[config.mk]
export PLATFORM = sky130hd
export DESIGN_NAME = weighted_round_robin_scheduler
export DESIGN_NICKNAME = d
export VERILOG_FILES = /design/src/rtl/wrrs_pkg.sv /design/src/rtl/wrrs_ctrl.sv /design/src/rtl/wrrs_datapath.sv /design/src/rtl/weighted_round_robin_scheduler.sv
export SDC_FILE = /design/constraint.sdc
export NUM_CORES = 1
export LEC_CHECK = 0
export BUFFER_PORTS_ARGS = -buffer_cell sky130_fd_sc_hd__clkbuf_2
export CAP_MARGIN = 15
export CORE_ASPECT_RATIO = 1.75
export CORE_MARGIN = 2
export CORE_UTILIZATION = 28
export DETAILED_ROUTE_END_ITERATION = 7
export PLACE_DENSITY = 0.4
export SLEW_MARGIN = 20
export SYNTH_ARGS = -nofsm -noshare
export SYNTH_HDL_FRONTEND = slang
export SYNTH_SLANG_ARGS = --single-unit
export TNS_END_PERCENT = 50
[constraint.sdc]
create_clock -name clock -period 6.6 [get_ports clock]
set_input_delay 1.32 -clock clock [delete_from_list [all_inputs] [get_ports clock]]
set_output_delay 1.32 -clock clock [all_outputs]
set_load 0.05 [all_outputs]
[src/rtl/wrrs_pkg.sv]
// wrrs_pkg: shared types and constants for the weighted round robin scheduler
// used by the controller, the datapath and the top level; no dependencies

package wrrs_pkg;

   localparam int MAX_ENTRIES = 16;
   localparam int IDX_W       = $clog2(MAX_ENTRIES);
   localparam int CNT_W       = $clog2(MAX_ENTRIES + 1);
   localparam int ID_W        = 16;
   localparam int WT_W        = 8;
   localparam int CMD_W       = 2;
   localparam int MODE_W      = 2;
   localparam int STAT_W      = 2;
   localparam int REQ_DATA_W  = 24;
   localparam int RSP_DATA_W  = 24;

   typedef enum logic [CMD_W-1:0] {
      CMD_ADD    = 2'd0,
      CMD_REMOVE = 2'd1,
      CMD_NEXT   = 2'd2
   } cmd_type;

   typedef enum logic [MODE_W-1:0] {
      MODE_FIFO = 2'd0,
      MODE_RR   = 2'd1,
      MODE_WRR  = 2'd2
   } mode_type;

   typedef enum logic [STAT_W-1:0] {
      ST_OK        = 2'd0,
      ST_FULL      = 2'd1,
      ST_NOT_FOUND = 2'd2,
      ST_EMPTY     = 2'd3
   } status_type;

   typedef enum logic [2:0] {
      FSM_IDLE,
      FSM_DECODE,
      FSM_SEARCH,
      FSM_SHIFT,
      FSM_GRANT,
      FSM_WRR,
      FSM_FALLBACK,
      FSM_RESP
   } fsm_type;

   typedef enum logic [1:0] {
      RD_IDX,
      RD_IDX_NEXT,
      RD_CURSOR,
      RD_FRONT
   } rd_sel_type;

   typedef enum logic [3:0] {
      OP_NONE,
      OP_LOAD,
      OP_SEARCH_STEP,
      OP_UPDATE_WEIGHT,
      OP_APPEND,
      OP_SET_FULL,
      OP_SET_NOT_FOUND,
      OP_SET_EMPTY,
      OP_SHIFT_STEP,
      OP_REMOVE_DONE,
      OP_FIX_CURSOR,
      OP_GRANT_FRONT,
      OP_GRANT_RR,
      OP_WRR_STEP,
      OP_EMIT
   } dp_op_type;

   typedef struct packed {
      rd_sel_type rd_sel;
      dp_op_type  op;
   } ctrl_cmd_type;

   typedef struct packed {
      cmd_type  cmd;
      mode_type mode;
      logic     empty;
      logic     full;
      logic     idx_at_count;
      logic     id_match;
      logic     shift_done;
      logic     wrr_hit;
      logic     tries_out;
      logic     out_free;
   } dp_stat_type;

endpackage

[src/rtl/wrrs_ctrl.sv]
// wrrs_ctrl: sequencer that walks the table for search, removal and grants
// depends on wrrs_pkg; drives wrrs_datapath through ctrl_cmd_type

module wrrs_ctrl (
   input  logic                  clock,
   input  logic                  reset,
   input  logic                  req_tvalid,
   output logic                  req_tready,
   input  wrrs_pkg::dp_stat_type stat,
   output wrrs_pkg::ctrl_cmd_type ctrl
);
   import wrrs_pkg::*;

   fsm_type state_ff;
   fsm_type state_in;

   always_ff @(posedge clock) begin
      if (reset) begin
         state_ff <= FSM_IDLE;
      end else begin
         state_ff <= state_in;
      end
   end

   // next state
   always_comb begin
      state_in = state_ff;
      case (state_ff)
         FSM_IDLE: begin
            if (req_tvalid) state_in = FSM_DECODE;
         end
         FSM_DECODE: begin
            case (stat.cmd)
               CMD_ADD, CMD_REMOVE: state_in = FSM_SEARCH;
               CMD_NEXT:            state_in = stat.empty ? FSM_RESP : FSM_GRANT;
               default:             state_in = FSM_RESP;
            endcase
         end
         FSM_SEARCH: begin
            if (stat.idx_at_count) begin
               state_in = FSM_RESP;
            end else if (stat.id_match) begin
               state_in = (stat.cmd == CMD_REMOVE) ? FSM_SHIFT : FSM_RESP;
            end
         end
         FSM_SHIFT: begin
            if (stat.shift_done) state_in = FSM_RESP;
         end
         FSM_GRANT: begin
            case (stat.mode)
               MODE_FIFO, MODE_RR: state_in = FSM_RESP;
               default:            state_in = FSM_WRR;
            endcase
         end
         FSM_WRR: begin
            if (stat.wrr_hit) begin
               state_in = FSM_RESP;
            end else if (stat.tries_out) begin
               state_in = FSM_FALLBACK;
            end
         end
         FSM_FALLBACK: state_in = FSM_RESP;
         FSM_RESP: begin
            if (stat.out_free) state_in = FSM_IDLE;
         end
         default: state_in = FSM_IDLE;
      endcase
   end

   // datapath commands
   always_comb begin
      req_tready  = 1'b0;
      ctrl.rd_sel = RD_IDX;
      ctrl.op     = OP_NONE;
      case (state_ff)
         FSM_IDLE: begin
            req_tready = 1'b1;
            if (req_tvalid) ctrl.op = OP_LOAD;
         end
         FSM_DECODE: begin
            if (stat.cmd == CMD_NEXT) begin
               ctrl.op = stat.empty ? OP_SET_EMPTY : OP_FIX_CURSOR;
            end
         end
         FSM_SEARCH: begin
            ctrl.rd_sel = RD_IDX;
            if (stat.idx_at_count) begin
               if (stat.cmd == CMD_REMOVE) begin
                  ctrl.op = OP_SET_NOT_FOUND;
               end else begin
                  ctrl.op = stat.full ? OP_SET_FULL : OP_APPEND;
               end
            end else if (stat.id_match) begin
               ctrl.op = (stat.cmd == CMD_REMOVE) ? OP_NONE : OP_UPDATE_WEIGHT;
            end else begin
               ctrl.op = OP_SEARCH_STEP;
            end
         end
         FSM_SHIFT: begin
            ctrl.rd_sel = RD_IDX_NEXT;
            ctrl.op     = stat.shift_done ? OP_REMOVE_DONE : OP_SHIFT_STEP;
         end
         FSM_GRANT: begin
            case (stat.mode)
               MODE_FIFO: begin
                  ctrl.rd_sel = RD_FRONT;
                  ctrl.op     = OP_GRANT_FRONT;
               end
               MODE_RR: begin
                  ctrl.rd_sel = RD_CURSOR;
                  ctrl.op     = OP_GRANT_RR;
               end
               default: ctrl.op = OP_NONE;
            endcase
         end
         FSM_WRR: begin
            ctrl.rd_sel = RD_CURSOR;
            ctrl.op     = OP_WRR_STEP;
         end
         FSM_FALLBACK: begin
            ctrl.rd_sel = RD_FRONT;
            ctrl.op     = OP_GRANT_FRONT;
         end
         FSM_RESP: begin
            if (stat.out_free) ctrl.op = OP_EMIT;
         end
         default: ctrl.op = OP_NONE;
      endcase
   end

endmodule

[src/rtl/wrrs_datapath.sv]
// wrrs_datapath: requester table, cursor, counters, mode register and result register
// depends on wrrs_pkg; executes one ctrl_cmd_type operation per cycle

module wrrs_datapath (
   input  logic                         clock,
   input  logic                         reset,
   input  wrrs_pkg::ctrl_cmd_type       ctrl,
   output wrrs_pkg::dp_stat_type        stat,
   input  logic [wrrs_pkg::CMD_W-1:0]   req_command,
   input  logic [wrrs_pkg::ID_W-1:0]    req_entry_id,
   input  logic [wrrs_pkg::WT_W-1:0]    req_weight,
   input  logic                         csr_we,
   input  logic [wrrs_pkg::MODE_W-1:0]  csr_wdata,
   input  logic                         rsp_tready,
   output logic                         rsp_tvalid,
   output logic                         rsp_grant_valid,
   output logic [wrrs_pkg::ID_W-1:0]    rsp_grant_id,
   output logic [wrrs_pkg::STAT_W-1:0]  rsp_status,
   output logic [wrrs_pkg::CNT_W-1:0]   rsp_entry_count
);
   import wrrs_pkg::*;

   // table, no reset: only entries below the count are ever used
   logic [ID_W-1:0]  ids_ff     [MAX_ENTRIES];
   logic [WT_W-1:0]  weights_ff [MAX_ENTRIES];
   logic [WT_W-1:0]  credits_ff [MAX_ENTRIES];

   logic [CNT_W-1:0] count_ff,  count_in;
   logic [IDX_W-1:0] cursor_ff, cursor_in;
   logic [CNT_W-1:0] idx_ff,    idx_in;
   logic [CNT_W-1:0] tries_ff,  tries_in;
   cmd_type          cmd_ff,    cmd_in;
   logic [ID_W-1:0]  id_ff,     id_in;
   logic [WT_W-1:0]  wt_ff,     wt_in;
   mode_type         mode_ff,   mode_in;
   logic             gvalid_ff, gvalid_in;
   logic [ID_W-1:0]  gid_ff,    gid_in;
   status_type       status_ff, status_in;

   logic             rsp_valid_ff,  rsp_valid_in;
   logic             rsp_gvalid_ff, rsp_gvalid_in;
   logic [ID_W-1:0]  rsp_gid_ff,    rsp_gid_in;
   status_type       rsp_status_ff, rsp_status_in;
   logic [CNT_W-1:0] rsp_count_ff,  rsp_count_in;

   logic [IDX_W-1:0] rd_addr;
   logic [ID_W-1:0]  rd_id;
   logic [WT_W-1:0]  rd_wt;
   logic [WT_W-1:0]  rd_cr;
   logic [CNT_W-1:0] idx_plus1;
   logic [CNT_W-1:0] cursor_plus1;
   logic [IDX_W-1:0] cursor_adv;
   logic [CNT_W-1:0] count_dec;

   logic             we_id, we_wt, we_cr;
   logic [IDX_W-1:0] wr_addr;
   logic [ID_W-1:0]  wr_id;
   logic [WT_W-1:0]  wr_wt;
   logic [WT_W-1:0]  wr_cr;

   assign idx_plus1    = idx_ff + CNT_W'(1);
   assign cursor_plus1 = CNT_W'(cursor_ff) + CNT_W'(1);
   assign cursor_adv   = (cursor_plus1 >= count_ff) ? '0 : cursor_plus1[IDX_W-1:0];
   assign count_dec    = count_ff - CNT_W'(1);

   // single read port, address chosen by controller state
   always_comb begin
      case (ctrl.rd_sel)
         RD_IDX:      rd_addr = idx_ff[IDX_W-1:0];
         RD_IDX_NEXT: rd_addr = idx_plus1[IDX_W-1:0];
         RD_CURSOR:   rd_addr = cursor_ff;
         RD_FRONT:    rd_addr = '0;
         default:     rd_addr = '0;
      endcase
   end

   assign rd_id = ids_ff[rd_addr];
   assign rd_wt = weights_ff[rd_addr];
   assign rd_cr = credits_ff[rd_addr];

   always_comb begin
      count_in  = count_ff;
      cursor_in = cursor_ff;
      idx_in    = idx_ff;
      tries_in  = tries_ff;
      cmd_in    = cmd_ff;
      id_in     = id_ff;
      wt_in     = wt_ff;
      gvalid_in = gvalid_ff;
      gid_in    = gid_ff;
      status_in = status_ff;
      we_id     = 1'b0;
      we_wt     = 1'b0;
      we_cr     = 1'b0;
      wr_addr   = idx_ff[IDX_W-1:0];
      wr_id     = rd_id;
      wr_wt     = rd_wt;
      wr_cr     = rd_cr;

      rsp_valid_in  = rsp_valid_ff & ~rsp_tready;
      rsp_gvalid_in = rsp_gvalid_ff;
      rsp_gid_in    = rsp_gid_ff;
      rsp_status_in = rsp_status_ff;
      rsp_count_in  = rsp_count_ff;

      mode_in = csr_we ? mode_type'(csr_wdata) : mode_ff;

      case (ctrl.op)
         OP_LOAD: begin
            cmd_in    = cmd_type'(req_command);
            id_in     = req_entry_id;
            wt_in     = req_weight;
            idx_in    = '0;
            tries_in  = '0;
            gvalid_in = 1'b0;
            gid_in    = '0;
            status_in = ST_OK;
         end
         OP_SEARCH_STEP: idx_in = idx_plus1;
         OP_UPDATE_WEIGHT: begin
            we_wt = 1'b1;
            wr_wt = wt_ff;
         end
         OP_APPEND: begin
            wr_addr  = count_ff[IDX_W-1:0];
            we_id    = 1'b1;
            we_wt    = 1'b1;
            we_cr    = 1'b1;
            wr_id    = id_ff;
            wr_wt    = wt_ff;
            wr_cr    = wt_ff;
            count_in = count_ff + CNT_W'(1);
         end
         OP_SET_FULL:      status_in = ST_FULL;
         OP_SET_NOT_FOUND: status_in = ST_NOT_FOUND;
         OP_SET_EMPTY:     status_in = ST_EMPTY;
         OP_SHIFT_STEP: begin
            // entry at idx takes the one behind it
            we_id  = 1'b1;
            we_wt  = 1'b1;
            we_cr  = 1'b1;
            idx_in = idx_plus1;
         end
         OP_REMOVE_DONE: begin
            count_in = count_dec;
            if (CNT_W'(cursor_ff) >= count_dec) cursor_in = '0;
         end
         OP_FIX_CURSOR: begin
            if (CNT_W'(cursor_ff) >= count_ff) cursor_in = '0;
         end
         OP_GRANT_FRONT: begin
            gvalid_in = 1'b1;
            gid_in    = rd_id;
         end
         OP_GRANT_RR: begin
            gvalid_in = 1'b1;
            gid_in    = rd_id;
            cursor_in = cursor_adv;
         end
         OP_WRR_STEP: begin
            wr_addr   = cursor_ff;
            we_cr     = 1'b1;
            gvalid_in = 1'b1;
            if (rd_cr != '0) begin
               gid_in = rd_id;
               if (rd_cr == WT_W'(1)) begin
                  wr_cr     = rd_wt;
                  cursor_in = cursor_adv;
               end else begin
                  wr_cr = rd_cr - WT_W'(1);
               end
            end else begin
               // fruitless try: reload and move on
               wr_cr     = rd_wt;
               cursor_in = cursor_adv;
               tries_in  = tries_ff + CNT_W'(1);
            end
         end
         OP_EMIT: begin
            rsp_valid_in  = 1'b1;
            rsp_gvalid_in = gvalid_ff;
            rsp_gid_in    = gid_ff;
            rsp_status_in = status_ff;
            rsp_count_in  = count_ff;
         end
         default: begin
         end
      endcase
   end

   always_ff @(posedge clock) begin
      if (we_id) ids_ff[wr_addr]     <= wr_id;
      if (we_wt) weights_ff[wr_addr] <= wr_wt;
      if (we_cr) credits_ff[wr_addr] <= wr_cr;
   end

   always_ff @(posedge clock) begin
      if (reset) begin
         count_ff     <= '0;
         cursor_ff    <= '0;
         mode_ff      <= MODE_WRR;
         rsp_valid_ff <= 1'b0;
      end else begin
         count_ff     <= count_in;
         cursor_ff    <= cursor_in;
         mode_ff      <= mode_in;
         rsp_valid_ff <= rsp_valid_in;
      end
   end

   always_ff @(posedge clock) begin
      idx_ff        <= idx_in;
      tries_ff      <= tries_in;
      cmd_ff        <= cmd_in;
      id_ff         <= id_in;
      wt_ff         <= wt_in;
      gvalid_ff     <= gvalid_in;
      gid_ff        <= gid_in;
      status_ff     <= status_in;
      rsp_gvalid_ff <= rsp_gvalid_in;
      rsp_gid_ff    <= rsp_gid_in;
      rsp_status_ff <= rsp_status_in;
      rsp_count_ff  <= rsp_count_in;
   end

   always_comb begin
      stat.cmd          = cmd_ff;
      stat.mode         = mode_ff;
      stat.empty        = (count_ff == '0);
      stat.full         = (count_ff == CNT_W'(MAX_ENTRIES));
      stat.idx_at_count = (idx_ff == count_ff);
      stat.id_match     = (rd_id == id_ff);
      stat.shift_done   = (idx_plus1 >= count_ff);
      stat.wrr_hit      = (rd_cr != '0);
      stat.tries_out    = (tries_ff >= count_ff);
      stat.out_free     = ~rsp_valid_ff | rsp_tready;
   end

   assign rsp_tvalid      = rsp_valid_ff;
   assign rsp_grant_valid = rsp_gvalid_ff;
   assign rsp_grant_id    = rsp_gid_ff;
   assign rsp_status      = rsp_status_ff;
   assign rsp_entry_count = rsp_count_ff;

endmodule

[src/rtl/weighted_round_robin_scheduler.sv]
// weighted_round_robin_scheduler: top level, stream ports and field packing
// depends on wrrs_pkg, wrrs_ctrl and wrrs_datapath
//
// Usage: one command beat enters on req_ (tuser = command, tdata = entry_id,
// weight) and exactly one result beat leaves on rsp_ (tuser = grant_valid,
// tdata = grant_id, status, entry_count). csr_we writes sched_mode; the user
// is to write it only while no command is in flight; the block does not
// enforce this. Add searches for the id, then updates a match's weight or
// appends; remove searches, then shifts every entry behind the match down
// one slot; next grants the front entry in fifo mode, the cursor entry in
// round robin mode, and in weighted mode visits entries from the cursor
// until one has credit, else the front; an empty table or a no-op code goes
// straight to the result. The table has a single read port; the sequencer
// visits one entry a cycle. One command is worked on at a time; the next is
// taken from the cycle after the result is registered.
// Reset (synchronous, active high) empties the table, zeroes the cursor and
// selects weighted round robin. If rsp_tready is held low the result stays in
// the output register and a finished command waits until the register frees.

module weighted_round_robin_scheduler (
   input  logic                             clock,
   input  logic                             reset,
   input  logic                             req_tvalid,
   output logic                             req_tready,
   // [15:0] entry_id, [23:16] weight
   input  logic [wrrs_pkg::REQ_DATA_W-1:0]  req_tdata,
   // [1:0] command
   input  logic [wrrs_pkg::CMD_W-1:0]       req_tuser,
   output logic                             rsp_tvalid,
   input  logic                             rsp_tready,
   // [15:0] grant_id, [17:16] status, [22:18] entry_count, [23] zero
   output logic [wrrs_pkg::RSP_DATA_W-1:0]  rsp_tdata,
   // [0] grant_valid
   output logic                             rsp_tuser,
   input  logic                             csr_we,
   input  logic [wrrs_pkg::MODE_W-1:0]      csr_wdata
);
   import wrrs_pkg::*;

   ctrl_cmd_type     ctrl;
   dp_stat_type      stat;
   logic [ID_W-1:0]  grant_id;
   logic [STAT_W-1:0] status;
   logic [CNT_W-1:0] entry_count;

   wrrs_ctrl u_ctrl (
      .clock      (clock),
      .reset      (reset),
      .req_tvalid (req_tvalid),
      .req_tready (req_tready),
      .stat       (stat),
      .ctrl       (ctrl)
   );

   wrrs_datapath u_datapath (
      .clock           (clock),
      .reset           (reset),
      .ctrl            (ctrl),
      .stat            (stat),
      .req_command     (req_tuser),
      .req_entry_id    (req_tdata[ID_W-1:0]),
      .req_weight      (req_tdata[ID_W+WT_W-1:ID_W]),
      .csr_we          (csr_we),
      .csr_wdata       (csr_wdata),
      .rsp_tready      (rsp_tready),
      .rsp_tvalid      (rsp_tvalid),
      .rsp_grant_valid (rsp_tuser),
      .rsp_grant_id    (grant_id),
      .rsp_status      (status),
      .rsp_entry_count (entry_count)
   );

   assign rsp_tdata = {{(RSP_DATA_W-ID_W-STAT_W-CNT_W){1'b0}}, entry_count, status, grant_id};

endmodule

* Word level (Yosys, flattened, before mapping)
Memories as Yosys holds them, arrays and structs flattened. Index checks and enable logic that the tools add are counted.
Word-level totals: register bits after elaboration 94, bits in writable memories 512, bits of input ports 33, output and inout port bits 27, word-level logic and storage cells 160, memories kept 3
Memories:
- u_datapath.ids_ff | words 16, width 16, read ports 1, clocked after Yosys merged registers in 0, write ports 1, RTL line wrrs_datapath.sv:24 | logic [ID_W-1:0] ids_ff [MAX_ENTRIES];
- u_datapath.credits_ff | words 16, width 8, read ports 1, clocked after Yosys merged registers in 0, write ports 1, RTL line wrrs_datapath.sv:26 | logic [WT_W-1:0] credits_ff [MAX_ENTRIES];
- u_datapath.weights_ff | words 16, width 8, read ports 1, clocked after Yosys merged registers in 0, write ports 1, RTL line wrrs_datapath.sv:25 | logic [WT_W-1:0] weights_ff [MAX_ENTRIES];
Operators by class: $add $sub $neg 6, $lt $le $gt $ge 5, equal/unequal tests 41, multiplexer cells 58, bitwise operators 4, reduce and logical (&&, ||, !) cells 26
Operators with widths (count):
- $pmux 16 s3 | 1
- $mux 4 | 11
- $mux 16 | 2
- $pmux 4 s4 | 2
- $pmux 4 s8 | 1
- $pmux 5 s2 | 3
- $eq 4x4->1 const B | 7
- $mux 3 | 8
- $mux 8 | 3
- $pmux 3 s8 | 1
- $eq 16x16->1 | 1
- $eq 4x3->1 const B | 4
- $pmux 2 s4 | 2
- $pmux 4 s2 | 2
- $pmux 8 s2 | 1
- $add 5x1->5 const B | 3
- $ge 5x5->1 | 3
- $mux 1 | 14
- $eq 3x3->1 const B | 4
- $reduce_or 2->1 | 6
- $ge 4x5->1 | 2
- $reduce_or 3->1 | 3
- $eq 4x2->1 const B | 2
- $eq 8x1->1 const B | 1
- 32 further kinds | 53

* Depth between registers and ports, before layout
An unclocked memory read counts as a cell.
word-level depth 15, mapped depth 24, mapped depth without buffers 16

* By module
Synthesis repeated with hierarchy kept, for this count alone.
Unflattened totals: cell total of the unflattened synthesis 2352, area total of the unflattened synthesis 28145.7 sq um
By module, submodules not included:
- wrrs_datapath | times used 1, cells an instance 2274, area an instance 27617.7 sq um, seq. area each 17987.3 sq um
- wrrs_ctrl | times used 1, cells an instance 76, area an instance 516.7 sq um, seq. area each 60.1 sq um
- weighted_round_robin_scheduler | times used 1, cells an instance 2, area an instance 11.3 sq um, seq. area each 0.0 sq um

* Worst setup path before layout
Ideal clock, no wire load.
path type reg-to-reg, from register u_datapath.idx_ff[0], to memory u_datapath.ids_ff[0][0], enable pin, library setup time 0.409 ns, data arrival time 5.041 ns, required time 6.191 ns, path slack 1.150 ns, stages on the path, launching flop included 20, buffers on the path 7, clock period less this slack 5.450 ns, cell sequence edfxtp_1 > buf_2 > nand2b_1 > nand4_1 > clkbuf_1 > nand4_4 > buf_6 > buf_4 > buf_2 > o2111ai_1 > nand4_1 > xor2_1 > nor4_1 > nand4_1 > o31a_1 > nor3_2 > buf_4 > o21ai_1 > buf_2 > nor3_1
On the way: word-level cells in the longest chain between the ends 12, elaborated cells between the ends (all ways) 18
Ends and longest elaborated chain:
- from (decl) | RTL line wrrs_datapath.sv:30 | logic [CNT_W-1:0] idx_ff, idx_in;
- from (signal assigned) | RTL line wrrs_datapath.sv:212 | idx_ff <= idx_in;
- $add 5x1->5 | RTL line wrrs_datapath.sv:61 | assign idx_plus1 = idx_ff + CNT_W'(1);
- $pmux 4 s4 | RTL line wrrs_datapath.sv:68 | case (ctrl.rd_sel)
- $mem_v2 16x16
- $eq 16x16->1 | RTL line wrrs_datapath.sv:232 | stat.id_match = (rd_id == id_ff);
- $mux 4 | RTL line wrrs_ctrl.sv:93 | end else if (stat.id_match) begin
- $mux 4 | RTL line wrrs_ctrl.sv:87 | if (stat.idx_at_count) begin
- $pmux 4 s8 | RTL line wrrs_ctrl.sv:75 | case (state_ff)
- $eq 4x4->1 / $eq 4x3->1 (equally long branches) | RTL line wrrs_datapath.sv:108 | case (ctrl.op)
- $reduce_or 2->1 (no source line)
- $mux 1 | RTL line wrrs_datapath.sv:108
- $mux 1 | RTL line wrrs_datapath.sv:192 | if (we_id) ids_ff[wr_addr] <= wr_id;
- $mux 1 (not written as such) | RTL line wrrs_datapath.sv:192
- to (decl) | RTL line wrrs_datapath.sv:24
Several ways; a longest one is shown, not always the timed one.

* Final worst setup path
from register u_ctrl.state_ff[0], to memory u_datapath.credits_ff[15][2], enable pin
On the way: word-level cells in the longest chain between the ends 14, elaborated cells between the ends (all ways) 27
Ends and longest elaborated chain:
- from (decl) | RTL line wrrs_ctrl.sv:14 | fsm_type state_ff;
- from (signal assigned) | RTL line wrrs_ctrl.sv:21 | state_ff <= state_in;
- $eq 3x3->1 / $eq 3x2->1 (equally long branches) | RTL line wrrs_ctrl.sv:75
- $pmux 2 s4 | RTL line wrrs_ctrl.sv:75
- $eq 2x2->1, or another cell as far along | RTL line wrrs_datapath.sv:68
- $pmux 4 s4 | RTL line wrrs_datapath.sv:68
- $mem_v2 16x16
- $eq 16x16->1 | RTL line wrrs_datapath.sv:232
- $mux 4 | RTL line wrrs_ctrl.sv:93
- $mux 4 | RTL line wrrs_ctrl.sv:87
- $pmux 4 s8 * | RTL line wrrs_ctrl.sv:75
- $eq 4x4->1 / $eq 4x3->1 (equally long branches) | RTL line wrrs_datapath.sv:108
- $reduce_or 3->1 (no source line)
- $mux 1 | RTL line wrrs_datapath.sv:108
- $mux 1 | RTL line wrrs_datapath.sv:194 | if (we_cr) credits_ff[wr_addr] <= wr_cr;
- $mux 1 (not written as such) | RTL line wrrs_datapath.sv:194
- to (decl) | RTL line wrrs_datapath.sv:26
Mark *: on every way between the ends. The rest lies on a longest branch, timed or not.

==> impl_metrics.py <==
metrics = {
    "final_layout": {
        "layout.nets": 2233,
        "fillerInstances": 9420,
        "area_growth_syn_to_layout_pct": 16.88,
        "drive_above_1_share_pct": 17.58,
        "fin_area_um2": 31400,
        "antenna_cells": 0,
        "final_core_util_pct": 32.93,
    },
    "worst_setup_path": {
        "crit_arrival_ns": 6.61,
        "required_ns": 6.94,
        "crit_buf_inv": 4,
        "crit_path_top_delay_cell": "dfxtp_1",
        "crit_path_max_incr_delay_ns": 0.63,
        "cp_top_family": "compound AO/OA/AOI/OAI gates",
        "crit_path_frequent_cell": "buf_4",
        "cp-end-kind": "register",
        "start_kind": "register",
        "path_class": "register to register",
        "path_max_fanout": 62,
        "path_cells": "a21oi_1, o21ai_1, buf_4, nand4_4, buf_12, mux2i_1, a2111oi_0, a311oi_1, and4_1, nor4_1, nand4_2, o31a_1, a21oi_2, o21ai_1, buf_4, nor3_1, buf_4",
    },
    "grt": {
        "grt_max_degree": 63,
        "globalRoute.totalOverflow": 0,
        "grt_pass1_vias": 18230,
        "grt_usage_pct": 17.94,
        "grt_first_pass_wirelength_um": 128500,
        "grt_antenna_before_repair": 1,
    },
    "logic_synthesis": {
        "syn-num-nets": 2113,
        "yosys_warnings": 0,
        "synth_flop_cell": "edfxtp_1",
        "yosysMostFrequentCell": "edfxtp_1",
        "syn_area_per_cell_um2": 13.11,
        "ys_ff_latch": 606,
        "synth_edf_count": 591,
        "synth_top_area_share_pct": 66.06,
        "synth_top_area_cell": "edfxtp_1",
        "synthArstFlopShare_pct": 0,
        "synth.distinct_cells": 94,
        "synthTopCellsByArea": "edfxtp_1 66%, nand2_1 4.3%, nand3_1 2.7%, mux2i_1 2.5%, ha_1 1.4%",
        "synth.cell_area_um2": 26860,
        "synthCells": 2049,
        "synth-seq-area-share_pct": 67.18,
        "ys_top_cells_by_count": "591 x edfxtp_1, 305 x nand2_1, 143 x nand3_1",
    },
    "timing": {
        "period_share_pct": 95.07,
        "skew_ns": 0.03238,
        "finalSetupViolations": 0,
        "worst_slew_margin_rel_pct": 31.32,
        "fmax_ghz": 0.1594,
        "rsz0062_at_grt": "false",
        "whs_ns": 0.4204,
        "worst_slew_pin_slew_ns": 1.030,
        "fin_tns_setup_ns": 0,
        "finalMaxSlewViolations": 0,
        "final.min_clock_period_ns": 6.274,
        "finalHoldViolCount": 0,
    },
    "floorplanning": {
        "coreArea_um2": 95340,
        "initial_core_util_pct": 28.18,
        "pin_count": 60,
        "dieArea_um2": 98540,
        "die_w_um": 238.2,
        "rows": 150,
        "die_h_um": 413.8,
    },
    "clock_tree": {
        "cts_max_level": 2,
        "cts_setup_buffers": 0,
        "cts_hold_buffers": 0,
        "cts_tree": "built",
        "clockBufferDepth": 3,
        "clkSinkCount": 606,
        "worstSkewPairLatency_ns": 0.65,
        "clk_pin_slew_ns": 0.07,
        "cts_root_buffer": "clkbuf_16",
        "numCtsBuffers": 60,
    },
    "status": {
        "status": "completed",
    },
    "placed_design": {
        "hpwl_um": 60850,
        "dpl-instance-area_um2": 29420,
        "io_buffers": 58,
        "gp_congestion": 0.8816,
    },
    "run": {
        "cap_violations": 0,
    },
    "drt": {
        "drtPass1Iterations": 8,
        "ant_nets": 0,
        "drt_iter0_markers": 1208,
        "route.detailed.drc": 0,
        "vias": 17560,
        "wl_um": 88890,
        "wl_per_cell_um": 25.88,
        "routed_via_density": 5.112,
    },
    "worst_hold_path": {
        "holdCritPathClass": "register to register",
    },
}
-- final cells by class --
class                      count  area [µm²]  share of cell area, %
tap                         1216        1521                  4.845
multi-input combinational   1244        8044                  25.62
sequential                   606       18050                  57.48
clock buffer                  70        1582                  5.037
timing repair buffer         210        1644                  5.236
clock inverter                42       385.4                  1.227
inverter                      47       176.4                 0.5618
-- stage by stage --
stage / setup slack, ns / instances
after global routing: 0.01940 / 3435
after detailed placement: 0.2246 / 3323
after global placement: 0.2174 / 3322
after floorplan: 1.150 / 2049
final: 0.3257 / 3435
after CTS: 0.1757 / 3435
-- final timing paths --
| kind | start | endpoint | slack (ns) | cells after the start |
|---|---|---|---|---|
| hold / removal | u_datapath.gid_ff[7] | u_datapath.rsp_grant_id[7] | 0.42 | 0 |
| setup / recovery | u_ctrl.state_ff[0] | u_datapath.credits_ff[15][2] | 0.33 | 17 |
| hold reg to reg | u_datapath.gid_ff[7] | u_datapath.rsp_grant_id[7] | 0.42 | 0 |
| setup reg to reg | u_ctrl.state_ff[0] | u_datapath.credits_ff[15][2] | 0.33 | 17 |
-- flip-flops by register name (all words and copies together), names as in the netlist, 8 cells and up --
| signal | flops |
|---|---|
| u_datapath.ids_ff | 256 |
| u_datapath.credits_ff | 128 |
| u_datapath.weights_ff | 128 |
| u_datapath.gid_ff | 16 |
| u_datapath.id_ff | 16 |
| u_datapath.rsp_grant_id | 16 |
| u_datapath.wt_ff | 8 |
-- cells in the final DEF (no fill, tap or decap), types with 8 or more instances in the layout --
cell type and instances:
nor3_1 42, buf_4 135, nor2_1 78, clkinv_2 19, a41oi_1 20, xnor2_1 23
a21oi_1 56, a221oi_1 19, dfxtp_1 15, a2111oi_0 22, a311oi_1 31, nand3_1 143
nand4_1 12, clkinv_1 10, nand2b_1 15, and3_1 21, clkbuf_2 58, a31oi_1 14
ha_1 31, mux2i_1 66, nor3_2 19, nand2_1 304, a2111o_1 14, o211ai_1 20
inv_1 46, a211oi_1 37, o21ai_1 10, edfxtp_1 591, o2111ai_1 19, o21ai_0 49
buf_12 17, nor4_1 8, xor2_1 13, and2_1 14, mux2_2 16, clkbuf_16 62
clkbuf_1 8
-- logic make-up after synthesis --
logic type | after synthesis | share of synthesized area, %
AOI/OAI and AO/OA | 376 | 10.55
xor gates and xnor gates | 36 | 1.174
adders and majority gates | 31 | 1.444
buffers and inverters | 199 | 3.400
DFF | 606 | 67.18
muxes | 89 | 3.544
other | 1 | 0.01396
and+or+nand+nor | 711 | 12.69
-- metal layers --
| metal | vias to the layer above | GRT usage (%) | part of all wire (%) |
|---|---|---|---|
| li1 | 8092 | - | - |
| met1 | 8912 | 18.82 | 37 |
| met2 | 403 | 35.65 | 56 |
| met3 | 153 | 1.859 | 2.8 |
| met4 | 0 | 7.672 | 4.3 |
| met5 | - | 0 | 0 |
-- timing repair --
action	4_1_cts	5_1_grt
gates resized for setup	0	1
endpoints found under the setup margin	0	1
hold endpoints to repair	0	0
Power is not shown: default switching activity piles up to over one toggle a cycle in this logic, so the estimate is an artifact.
